File: src/sv/mbed_pkg.sv
// Shared types and constants of the multi-button edge debouncer.
// Holds the per-button state entry, request action codes, result kinds and register indexes.
// No dependencies.
`timescale 1ns / 1ps
`default_nettype none

package mbed_pkg;

	// Configuration port layout.
	localparam int CFG_INDEX_W = 3;
	localparam int CFG_DATA_W  = 17;
	localparam int SETUP_W     = 17;
	localparam int SETUP_REGS  = 4;
	localparam int MASK_W      = 4;

	// Register indexes.
	localparam logic [CFG_INDEX_W-1:0] REG_IN_USE = 3'd0;
	localparam logic [CFG_INDEX_W-1:0] REG_SETUP0 = 3'd1;
	localparam logic [CFG_INDEX_W-1:0] REG_SETUP1 = 3'd2;
	localparam logic [CFG_INDEX_W-1:0] REG_SETUP2 = 3'd3;
	localparam logic [CFG_INDEX_W-1:0] REG_SETUP3 = 3'd4;

	// Request actions.
	localparam logic [1:0] ACT_EDGE   = 2'd0;
	localparam logic [1:0] ACT_TICK   = 2'd1;
	localparam logic [1:0] ACT_INIT   = 2'd2;
	localparam logic [1:0] ACT_RESYNC = 2'd3;

	// Result kinds.
	localparam logic KIND_EVENT   = 1'b0;
	localparam logic KIND_SUMMARY = 1'b1;

	// Debounce time limits in ms.
	localparam logic [7:0] DEBOUNCE_MIN_MS = 8'd1;
	localparam logic [7:0] DEBOUNCE_MAX_MS = 8'd200;

	// State kept for one button in the state memory.
	typedef struct packed {
		logic        stable;
		logic        raw;
		logic [31:0] start_ms;
		logic [7:0]  press;
		logic        boot;
	} entry_t;

endpackage

`default_nettype wire

File: src/sv/multi_button_edge_debouncer.sv
// Top level of the multi-button edge debouncer: configuration registers, state memory and sequencer.
// Depends on mbed_pkg.
`timescale 1ns / 1ps
`default_nettype none

// Debounces up to NUM_BUTTONS buttons from timestamped pin edges. Per-button state lives in a
// small synchronous memory with a registered read; each button that a request reaches gets a read,
// an evaluate-and-write-back and at most one result, and a tick ends with a summary. An edge,
// init or resync request goes through accept, memory read and evaluate. An edge that matches no
// button in use, or an init or resync of a button beyond NUM_BUTTONS, is taken with no read and
// gives no result. A tick reads and evaluates each button in use in turn, then loads the
// summary. A full output register that is not being drained holds the evaluate step of a
// result and the summary load.
// Results leave through one output register. The block accepts no request while one is in work.
// The memory needs no clearing pass: a valid bit per entry makes an unwritten entry read as zero.
module multi_button_edge_debouncer #(
	parameter int NUM_BUTTONS = 4,
	parameter int DEFAULT_DEBOUNCE_MS = 20
) (
	input  wire                                 clk,
	input  wire                                 arst_n,
	// Configuration write port.
	input  wire                                 cfg_write,
	input  wire  [mbed_pkg::CFG_INDEX_W-1:0]    cfg_index,
	input  wire  [mbed_pkg::CFG_DATA_W-1:0]     cfg_data,
	// Request channel.
	input  wire                                 in_valid,
	output logic                                in_ready,
	input  wire  [1:0]                          action,
	input  wire  [1:0]                          button_index,
	input  wire  [7:0]                          pin,
	input  wire                                 level,
	input  wire  [31:0]                         stamp_ms,
	// Result channel.
	output logic                                out_valid,
	input  wire                                 out_ready,
	output logic                                kind,
	output logic [1:0]                          event_button,
	output logic                                went_down,
	output logic [31:0]                         event_time_ms,
	output logic [31:0]                         event_seq,
	output logic [7:0]                          press_number,
	output logic [7:0]                          next_wait_ms,
	output logic                                wait_pending,
	output logic [mbed_pkg::MASK_W-1:0]         down_mask,
	output logic [mbed_pkg::MASK_W-1:0]         boot_mask,
	output logic                                last
);

	localparam int AW = (NUM_BUTTONS > 1) ? $clog2(NUM_BUTTONS) : 1;
	localparam int CW = $clog2(NUM_BUTTONS + 1);
	localparam logic [7:0] DEF_DEB = 8'(DEFAULT_DEBOUNCE_MS);

	localparam logic [1:0] ST_IDLE = 2'd0;
	localparam logic [1:0] ST_READ = 2'd1;
	localparam logic [1:0] ST_EVAL = 2'd2;
	localparam logic [1:0] ST_SUM  = 2'd3;

	// Configuration registers.
	logic [2:0]                     in_use_q;
	logic [mbed_pkg::SETUP_W-1:0]   setup_q [mbed_pkg::SETUP_REGS];

	always_ff @(posedge clk or negedge arst_n) begin
		if (!arst_n) begin
			in_use_q <= '0;
			for (int i = 0; i < mbed_pkg::SETUP_REGS; i++) begin
				setup_q[i] <= '0;
			end
		end else if (cfg_write) begin
			case (cfg_index)
				mbed_pkg::REG_IN_USE: in_use_q   <= cfg_data[2:0];
				mbed_pkg::REG_SETUP0: setup_q[0] <= cfg_data;
				mbed_pkg::REG_SETUP1: setup_q[1] <= cfg_data;
				mbed_pkg::REG_SETUP2: setup_q[2] <= cfg_data;
				mbed_pkg::REG_SETUP3: setup_q[3] <= cfg_data;
				default: ;
			endcase
		end
	end

	// Number of buttons scanned, and which of the reported mask bits are in use.
	logic [CW-1:0]               n_use;
	logic [mbed_pkg::MASK_W-1:0] use_mask;

	always_comb begin
		n_use = (32'(in_use_q) > NUM_BUTTONS) ? CW'(NUM_BUTTONS) : CW'(in_use_q);
		for (int i = 0; i < mbed_pkg::MASK_W; i++) begin
			use_mask[i] = (i < 32'(n_use));
		end
	end

	// First button in use whose pin matches the incoming edge.
	logic          match_hit;
	logic [CW-1:0] match_idx;

	always_comb begin
		logic [7:0] bpin;
		match_hit = 1'b0;
		match_idx = '0;
		for (int i = NUM_BUTTONS - 1; i >= 0; i--) begin
			bpin = (i < mbed_pkg::SETUP_REGS) ? setup_q[i[1:0]][7:0] : 8'd0;
			if (i < 32'(n_use) && bpin == pin) begin
				match_hit = 1'b1;
				match_idx = CW'(i);
			end
		end
	end

	// Sequencer registers.
	logic [1:0]              state_q;
	logic [1:0]              act_q;
	logic                    lvl_q;
	logic [31:0]             ts_q;
	logic [CW-1:0]           scan_q;
	logic                    pend_q;
	logic [7:0]              best_q;
	logic [31:0]             seq_q;
	logic [mbed_pkg::MASK_W-1:0] stab_q;
	logic [mbed_pkg::MASK_W-1:0] boot_q;

	// State memory with valid bits and a registered read.
	mbed_pkg::entry_t   mem [NUM_BUTTONS];
	mbed_pkg::entry_t   rd_q;
	logic [NUM_BUTTONS-1:0] vld_q;
	logic               rd_vld_q;
	logic [AW-1:0]      addr;
	logic               rd_en;
	logic               wr_en;
	mbed_pkg::entry_t   nxt;

	assign addr  = scan_q[AW-1:0];
	assign rd_en = (state_q == ST_READ);

	always_ff @(posedge clk) begin
		if (wr_en) begin
			mem[addr] <= nxt;
		end
		if (rd_en) begin
			rd_q <= mem[addr];
		end
	end

	always_ff @(posedge clk or negedge arst_n) begin
		if (!arst_n) begin
			vld_q    <= '0;
			rd_vld_q <= 1'b0;
		end else begin
			if (wr_en) begin
				vld_q[addr] <= 1'b1;
			end
			if (rd_en) begin
				rd_vld_q <= vld_q[addr];
			end
		end
	end

	// Setup of the button being worked on.
	logic [mbed_pkg::SETUP_W-1:0] cur_setup;
	logic [7:0]                   deb_raw;
	logic [7:0]                   deb;
	logic                         new_down;
	mbed_pkg::entry_t             cur;

	always_comb begin
		cur_setup = (32'(scan_q) < mbed_pkg::SETUP_REGS) ? setup_q[2'(scan_q)] : '0;
		deb_raw   = cur_setup[16:9];
		if (deb_raw < mbed_pkg::DEBOUNCE_MIN_MS) begin
			deb = DEF_DEB;
		end else if (deb_raw > mbed_pkg::DEBOUNCE_MAX_MS) begin
			deb = mbed_pkg::DEBOUNCE_MAX_MS;
		end else begin
			deb = deb_raw;
		end
		new_down = (lvl_q == cur_setup[8]);
		cur      = rd_vld_q ? rd_q : '0;
	end

	// Evaluate one button: decide the commit and the written-back entry.
	logic [31:0] elapsed;
	logic        settled;
	logic        differs;
	logic [7:0]  remain;
	logic        wr;
	logic        emit_evt;
	logic        evt_last;

	always_comb begin
		elapsed  = ts_q - cur.start_ms;
		settled  = (elapsed >= {24'd0, deb});
		differs  = (cur.raw != cur.stable);
		remain   = deb - elapsed[7:0];
		nxt      = cur;
		wr       = 1'b0;
		emit_evt = 1'b0;
		evt_last = 1'b0;
		case (act_q)
			mbed_pkg::ACT_EDGE: begin
				if (new_down != cur.raw) begin
					wr = 1'b1;
					if (differs && settled) begin
						nxt.stable = cur.raw;
						nxt.press  = cur.press + {7'd0, cur.raw};
						emit_evt   = 1'b1;
						evt_last   = 1'b1;
					end
					nxt.raw      = new_down;
					nxt.start_ms = ts_q;
				end
			end
			mbed_pkg::ACT_TICK: begin
				if (differs && settled) begin
					wr         = 1'b1;
					nxt.stable = cur.raw;
					nxt.press  = cur.press + {7'd0, cur.raw};
					emit_evt   = 1'b1;
				end
			end
			mbed_pkg::ACT_INIT: begin
				wr           = 1'b1;
				nxt.stable   = new_down;
				nxt.raw      = new_down;
				nxt.start_ms = ts_q;
				nxt.press    = 8'd0;
				nxt.boot     = new_down;
			end
			mbed_pkg::ACT_RESYNC: begin
				wr           = 1'b1;
				nxt.stable   = new_down;
				nxt.raw      = new_down;
				nxt.start_ms = ts_q;
			end
			default: ;
		endcase
	end

	// Hold the evaluate step while a result cannot be loaded.
	logic out_valid_q;
	logic out_free;
	logic go;

	assign out_free = !out_valid_q || out_ready;
	assign go       = (state_q == ST_EVAL) && (!emit_evt || out_free);
	assign wr_en    = go && wr;

	// Mirror of stable and boot flags for the mask outputs, with this step's write applied.
	logic [mbed_pkg::MASK_W-1:0] stab_nx;
	logic [mbed_pkg::MASK_W-1:0] boot_nx;

	always_comb begin
		stab_nx = stab_q;
		boot_nx = boot_q;
		if (wr && 32'(scan_q) < mbed_pkg::MASK_W) begin
			stab_nx[2'(scan_q)] = nxt.stable;
			boot_nx[2'(scan_q)] = nxt.boot;
		end
	end

	// Sequencer.
	logic in_acc;

	assign in_ready = (state_q == ST_IDLE);
	assign in_acc   = in_valid && in_ready;

	always_ff @(posedge clk or negedge arst_n) begin
		if (!arst_n) begin
			state_q <= ST_IDLE;
			act_q   <= mbed_pkg::ACT_EDGE;
			lvl_q   <= 1'b0;
			ts_q    <= '0;
			scan_q  <= '0;
			pend_q  <= 1'b0;
			best_q  <= '0;
			seq_q   <= '0;
			stab_q  <= '0;
			boot_q  <= '0;
		end else begin
			case (state_q)
				ST_IDLE: begin
					if (in_acc) begin
						act_q <= action;
						lvl_q <= level;
						ts_q  <= stamp_ms;
						case (action)
							mbed_pkg::ACT_EDGE: begin
								if (match_hit) begin
									scan_q  <= match_idx;
									state_q <= ST_READ;
								end
							end
							mbed_pkg::ACT_TICK: begin
								pend_q  <= 1'b0;
								best_q  <= '0;
								scan_q  <= '0;
								state_q <= (n_use == '0) ? ST_SUM : ST_READ;
							end
							default: begin
								if (32'(button_index) < NUM_BUTTONS) begin
									scan_q  <= CW'(button_index);
									state_q <= ST_READ;
								end
							end
						endcase
					end
				end
				ST_READ: begin
					state_q <= ST_EVAL;
				end
				ST_EVAL: begin
					if (go) begin
						stab_q <= stab_nx;
						boot_q <= boot_nx;
						if (emit_evt) begin
							seq_q <= seq_q + 32'd1;
						end
						if (act_q == mbed_pkg::ACT_TICK) begin
							// Track the shortest wait of buttons still bouncing.
							if (differs && !settled && (!pend_q || remain < best_q)) begin
								pend_q <= 1'b1;
								best_q <= remain;
							end
							if (32'(scan_q) + 1 < 32'(n_use)) begin
								scan_q  <= scan_q + CW'(1);
								state_q <= ST_READ;
							end else begin
								state_q <= ST_SUM;
							end
						end else begin
							state_q <= ST_IDLE;
						end
					end
				end
				ST_SUM: begin
					if (out_free) begin
						state_q <= ST_IDLE;
					end
				end
				default: state_q <= ST_IDLE;
			endcase
		end
	end

	// Output register: loaded by an event or a summary, emptied when taken.
	logic load_evt;
	logic load_sum;

	assign load_evt = go && emit_evt;
	assign load_sum = (state_q == ST_SUM) && out_free;

	always_ff @(posedge clk or negedge arst_n) begin
		if (!arst_n) begin
			out_valid_q <= 1'b0;
		end else if (load_evt || load_sum) begin
			out_valid_q <= 1'b1;
		end else if (out_ready) begin
			out_valid_q <= 1'b0;
		end
	end

	logic                        kind_q;
	logic [1:0]                  button_q;
	logic                        down_q;
	logic [31:0]                 time_q;
	logic [31:0]                 evseq_q;
	logic [7:0]                  press_q;
	logic [7:0]                  wait_q;
	logic                        waitp_q;
	logic [mbed_pkg::MASK_W-1:0] dmask_q;
	logic [mbed_pkg::MASK_W-1:0] bmask_q;
	logic                        last_q;

	always_ff @(posedge clk) begin
		if (load_evt) begin
			kind_q   <= mbed_pkg::KIND_EVENT;
			button_q <= 2'(scan_q);
			down_q   <= nxt.stable;
			time_q   <= cur.start_ms;
			evseq_q  <= seq_q;
			press_q  <= nxt.press;
			wait_q   <= '0;
			waitp_q  <= 1'b0;
			dmask_q  <= stab_nx & use_mask;
			bmask_q  <= boot_nx & use_mask;
			last_q   <= evt_last;
		end else if (load_sum) begin
			kind_q   <= mbed_pkg::KIND_SUMMARY;
			button_q <= '0;
			down_q   <= 1'b0;
			time_q   <= '0;
			evseq_q  <= '0;
			press_q  <= '0;
			wait_q   <= pend_q ? best_q : 8'd0;
			waitp_q  <= pend_q;
			dmask_q  <= stab_q & use_mask;
			bmask_q  <= boot_q & use_mask;
			last_q   <= 1'b1;
		end
	end

	assign out_valid     = out_valid_q;
	assign kind          = kind_q;
	assign event_button  = button_q;
	assign went_down     = down_q;
	assign event_time_ms = time_q;
	assign event_seq     = evseq_q;
	assign press_number  = press_q;
	assign next_wait_ms  = wait_q;
	assign wait_pending  = waitp_q;
	assign down_mask     = dmask_q;
	assign boot_mask     = bmask_q;
	assign last          = last_q;

endmodule

`default_nettype wire

File: config.mk
export PLATFORM = sky130hd
export DESIGN_NAME = multi_button_edge_debouncer
export DESIGN_NICKNAME = d
export VERILOG_FILES = /design/src/sv/mbed_pkg.sv /design/src/sv/multi_button_edge_debouncer.sv
export SDC_FILE = /design/constraint.sdc
export NUM_CORES = 1
export LEC_CHECK = 0
export ABC_CLOCK_PERIOD_IN_PS = 7700
export BUFFER_PORTS_ARGS = -buffer_cell sky130_fd_sc_hd__buf_2
export CAP_MARGIN = 15
export CORE_UTILIZATION = 47
export CTS_CLUSTER_DIAMETER = 80
export DETAILED_ROUTE_END_ITERATION = 6
export SLEW_MARGIN = 20
export SYNTH_ARGS = -nofsm -noshare
export SYNTH_HDL_FRONTEND = slang
export SYNTH_SLANG_ARGS = --single-unit
export TNS_END_PERCENT = 5
File: constraint.sdc
create_clock -name clk -period 7.7 [get_ports clk]
set_input_delay 0 -clock clk [delete_from_list [all_inputs] [get_ports clk]]
set_output_delay 0 -clock clk [all_outputs]
set_load 0.02 [all_outputs]
==> results.md <==
Status:
- The flow ran to the end, and the final reports show no timing, DRC or antenna violations.

Clock network:
- The total of cells resized after clock tree synthesis is 0.
- The cell chosen for the clock root is sky130_fd_sc_hd__clkbuf_16.
- CTS built an H-tree with a depth of 2.
- The clock-pin slew reported for the worst setup and hold paths after clock tree synthesis is roughly 0.060 ns.
- The maximum clock path buffer count is 3.
- The total number of clock tree sinks is 475.
- TritonCTS built the clock tree.
- The number of buffers created by CTS is 52.
- Clock latency on the worst-skew pair, taken at its later pin, is roughly 0.59 ns.

Logic synthesis:
- The Yosys warning count is 0.
- The per-instance average area after synthesis is 13.1 µm².
- The most used flip-flop cell after synthesis is sky130_fd_sc_hd__edfxtp_1.
- The share of the Yosys chip area taken by registers is 0.600.
- The combined area of all synthesized cells is 22200 µm².
- Synthesis produced roughly 1.7k cells.
- Counting distinct cell types in the post-synthesis netlist gives 85.
- The share of flip-flops with an asynchronous set or reset is 0.349.
- The number of nets in the synthesized netlist is between 1.5k and 2k.
- The area share of the largest cell type after synthesis is 0.404.
- The biggest area contributor in the post-synthesis netlist is sky130_fd_sc_hd__edfxtp_1.
- In the post-synthesis netlist, the biggest area contributors are sky130_fd_sc_hd__edfxtp_1 (40%), sky130_fd_sc_hd__dfrtp_1 (19%), sky130_fd_sc_hd__mux2_2 (5.6%).
- The number of synthesized flops with an enable pin is 299.
- The synthesis-stage register bit count is 475.

Drt:
- In this run the remaining antenna-violating nets after routing total 0.
- Summing over every cut layer, the via total after detailed routing is 14.8k.
- The wire length on met2 is ~26000 µm.
- Before antenna repair, the detailed router went through 6 iterations.
- For this run, design rule violations remaining after detail routing come to 0.
- The number of violations reported at the end of detailed-routing iteration 0 is 1244.
- The met3 wire length is around 3300 µm.
- The detailed-route wire length is roughly 57000 µm.
- After detailed routing, no signal wire sits above met4.
- Dividing the detail-routed wire length by the instance count gives around 22 µm.
- In the final routing, the length of wire on met1 measures 26200 µm.
- Using the TritonRoute via totals, the vias-per-cell ratio works out to approximately 5.8.

Floorplanning:
- The count of standard-cell rows is 79.
- For this design the top-level I/O count stands at around 170.
- The die outline area is 48200 µm².
- For this configuration, the core starts out at a cell density of 0.477.
- The core region is 46600 µm².
- The die is about 220 µm tall.
- From left edge to right edge, the die measures about 220 µm.

Flow run:
- Across the run, the number of max-cap violations was 0.

Final layout:
- For this run, the number of standard cells in the final layout without fillers is approximately 2.6k.
- The post-synthesis to final-layout area growth is 17.2%.
- 0 antenna diodes ended up in the layout.
- The fraction of layout cells with a size suffix above 1 is 0.242.
- After the last flow step, the layout net total stands at between 2k and 2.5k.

Timing:
- The final clock skew is about 0.017 ns.
- The transition time at the pin with the least slew margin is about 1.0 ns.
- Setup repair after global routing left no endpoint under its margin.
- The final hold violation count came to 0.
- The worst path needs approximately 6.5 ns of the cycle, external delays included.
- The share of the clock period used by the worst path is 0.841.
- In the final timing run, aggregate negative setup slack is 0 ns.
- Derived from the worst setup path, the maximum achievable clock frequency is roughly 150 MHz.
- The relative slew slack is 0.308.
- Setup violations remaining at the end of the flow were counted as 0.
- The post-layout worst setup margin is 1.22 ns.
- The final count of pins violating max slew is 0.

Power and ir drop:
- The maximum VDD drop is between 0.2 and 0.3 mV.
- Overall power consumption after layout is estimated at approximately 12000 µW.
- For this design the ratio of total power to cell area is between 400 and 500 nW/µm².
- The cell leakage power is slightly above 0.01 µW.

Worst setup path:
- The data required time at the worst endpoint is between 7 and 8 ns.
- The worst path arrival time is 6.75 ns.
- The worst register-to-register path ends at mem[3][21].
- The startpoint identified for the worst register-to-register timing path is scan_q[0].
- By startpoint and endpoint, the worst setup path is classified as flop to flop.
- Measured in cells, the most critical reg-to-reg path has a length of 19.
- STA classifies the critical path startpoint as a flop.
- The critical path endpoint category is a flop.
- Along the worst path, the maximum fanout reaches 31.
- The minimum setup slack among reg-to-reg paths is about 1.2 ns.
- The launching instance or port of the critical path is scan_q[0].

Global routing:
- The initial antenna violation count is 0.
- The largest net degree at the start of global routing is 89.
- The total track usage is 0.242.
- The wire length of the first global-routing pass is 88600 µm.
- The leftover overflow at the end of global routing is 0.
- The number of global-route vias before repair was 14.9k.

Worst hold path:
- The worst-case hold path end point is scan_q[0].
- The worst hold path passes through 5 cells.
- The startpoint identified for the worst hold timing path is button_index[0].
- The path type of the worst min-delay path is primary input to flop.

Placement:
- The congestion estimate from routability-driven global placement came to slightly above 0.9.
- The count of buffers added on input and output ports is between 150 and 200.
- The cell count after placement is around 2.4k.
- The worst setup slack before clock tree synthesis is roughly 1.1 ns.
- The HPWL after detailed placement is about 38000 µm.
sequential cells by signal, summed over array words and instances, names as in the netlist, 8 cells and up:
| signal | cells |
|---|---|
| press_number | 8 |
| next_wait_ms | 8 |
| rd_q | 43 |
| event_seq | 32 |
| setup_q | 68 |
| best_q | 8 |
| mem | 172 |
| event_time_ms | 32 |
| seq_q | 32 |
| ts_q | 32 |
report_power, final:
part	internal [µW]	switching [µW]	leakage, µW
combinational	2090	3670	0.00451
clock	1400	1020	0.000813
sequential	3610	372	0.00491
synth_stat cells (4+ instances only):
| master | n |
|---|---|
| sky130_fd_sc_hd__buf_2 | 13 |
| sky130_fd_sc_hd__o21bai_1 | 4 |
| sky130_fd_sc_hd__inv_1 | 61 |
| sky130_fd_sc_hd__nand3_1 | 52 |
| sky130_fd_sc_hd__a22o_1 | 8 |
| sky130_fd_sc_hd__a21oi_1 | 62 |
| sky130_fd_sc_hd__and2_1 | 42 |
| sky130_fd_sc_hd__ha_1 | 62 |
| sky130_fd_sc_hd__dfxtp_1 | 10 |
| sky130_fd_sc_hd__o21ai_0 | 77 |
| sky130_fd_sc_hd__clkbuf_1 | 41 |
| sky130_fd_sc_hd__nor2_1 | 99 |
| sky130_fd_sc_hd__buf_1 | 10 |
| sky130_fd_sc_hd__o32ai_1 | 8 |
| sky130_fd_sc_hd__mux2i_1 | 8 |
| sky130_fd_sc_hd__or2_2 | 9 |
| sky130_fd_sc_hd__o31ai_1 | 9 |
| sky130_fd_sc_hd__a31oi_1 | 10 |
| sky130_fd_sc_hd__nand2b_1 | 7 |
| sky130_fd_sc_hd__xnor2_1 | 51 |
| sky130_fd_sc_hd__or3_1 | 4 |
| sky130_fd_sc_hd__o22ai_1 | 5 |
| sky130_fd_sc_hd__nand2_1 | 155 |
| sky130_fd_sc_hd__a211oi_1 | 6 |
| sky130_fd_sc_hd__edfxtp_1 | 299 |
| sky130_fd_sc_hd__mux2_2 | 111 |
| sky130_fd_sc_hd__nand4_1 | 26 |
| sky130_fd_sc_hd__a21o_1 | 17 |
| sky130_fd_sc_hd__nor4_1 | 7 |
| sky130_fd_sc_hd__o211ai_1 | 7 |
| sky130_fd_sc_hd__xor2_1 | 39 |
| sky130_fd_sc_hd__a2111oi_0 | 7 |
| sky130_fd_sc_hd__dfrtp_1 | 166 |
| sky130_fd_sc_hd__o41ai_1 | 4 |
| sky130_fd_sc_hd__and3_1 | 21 |
| sky130_fd_sc_hd__o21a_1 | 14 |
| sky130_fd_sc_hd__nor3_1 | 27 |
| sky130_fd_sc_hd__mux4_2 | 53 |
| sky130_fd_sc_hd__o31a_1 | 4 |
cell families after synthesis:
kind of cell	share of synthesized area
adder cells (fa/ha/maj)	0.0367
XOR/XNOR	0.0355
AND/OR/NAND/NOR	0.106
AO/OA/AOI/OAI	0.0826
flip-flops	0.600
buffers and inverters	0.0259
multiplexers	0.114
through the flow:
stage,utilization,hold WS (ns),cell area [µm²]
floorplan,-,-0.296,22200
global route,0.559,0.137,26000
CTS,0.559,0.000961,26000
detailed placement,0.511,0.153,23800
global placement,0.511,0.152,23800
finish,0.559,0.0476,26000
per-layer routing:
layer,global-route usage,vias up
met4,0.0637,0
met3,0.0375,74
li1,-,6762
met1,0.353,7532
met5,0,-
met2,0.379,473
cells in the final DEF, fill, tap and decap left out, types with 51 or more instances in the layout:
| cell type | count |
|---|---|
| sky130_fd_sc_hd__mux4_2 | 53 |
| sky130_fd_sc_hd__mux2_2 | 111 |
| sky130_fd_sc_hd__dfrtp_1 | 163 |
| sky130_fd_sc_hd__dlygate4sd3_1 | 60 |
| sky130_fd_sc_hd__xnor2_1 | 51 |
| sky130_fd_sc_hd__o21ai_0 | 76 |
| sky130_fd_sc_hd__a21oi_1 | 62 |
| sky130_fd_sc_hd__buf_2 | 164 |
| sky130_fd_sc_hd__inv_1 | 61 |
| sky130_fd_sc_hd__clkbuf_16 | 56 |
| sky130_fd_sc_hd__nand2_1 | 154 |
| sky130_fd_sc_hd__nand3_1 | 51 |
| sky130_fd_sc_hd__ha_1 | 62 |
| sky130_fd_sc_hd__edfxtp_1 | 299 |
| sky130_fd_sc_hd__nor2_1 | 98 |
what timing repair did:
action,in CTS,in global routing
hold buffers,60,0
hold endpoints to repair,197,0
buffers inserted,0,0
worst max-delay path by stage:
stage                   endpoint  slack, ns  cells after the start
floorplan           boot_mask[0]       0.63                     22
global placement      mem[3][21]       1.26                     19
detailed placement    mem[3][21]       1.11                     19
CTS                   mem[3][21]       1.07                     19
global route          mem[3][21]       0.62                     19
finish                mem[3][21]       1.22                     19
final cells by class:
class                           count  area [µm²]
Timing Repair Buffer              249        1650
Clock inverter                     19         143
Multi-Input combinational cell   1084        8400
Tap cell                          607         759
Clock buffer                       76        1510
Fill cell                        3903       20500
Inverter                           62         233
Sequential cell                   475       13300
critical path: stages, from the launching register on:
cell,delay (ns)
sky130_fd_sc_hd__dfrtp_4,0.86
sky130_fd_sc_hd__mux4_2,0.57
sky130_fd_sc_hd__and2_1,0.20
sky130_fd_sc_hd__nor2_1,0.15
sky130_fd_sc_hd__nand2_1,0.10
sky130_fd_sc_hd__o311ai_0,0.56
sky130_fd_sc_hd__nand2_1,0.22
sky130_fd_sc_hd__ha_1,0.40
sky130_fd_sc_hd__a21oi_1,0.17
sky130_fd_sc_hd__o21ai_0,0.09
sky130_fd_sc_hd__a31oi_1,0.20
sky130_fd_sc_hd__nor2_1,0.09
sky130_fd_sc_hd__a2111oi_0,0.40
sky130_fd_sc_hd__nand4b_1,0.16
sky130_fd_sc_hd__nor4b_2,0.37
sky130_fd_sc_hd__nand4_1,0.17
sky130_fd_sc_hd__buf_4,0.22
sky130_fd_sc_hd__nand2_1,0.20
sky130_fd_sc_hd__and3_2,0.72
sky130_fd_sc_hd__buf_12,0.28
Note: power is estimated with default switching activity, not from simulation.
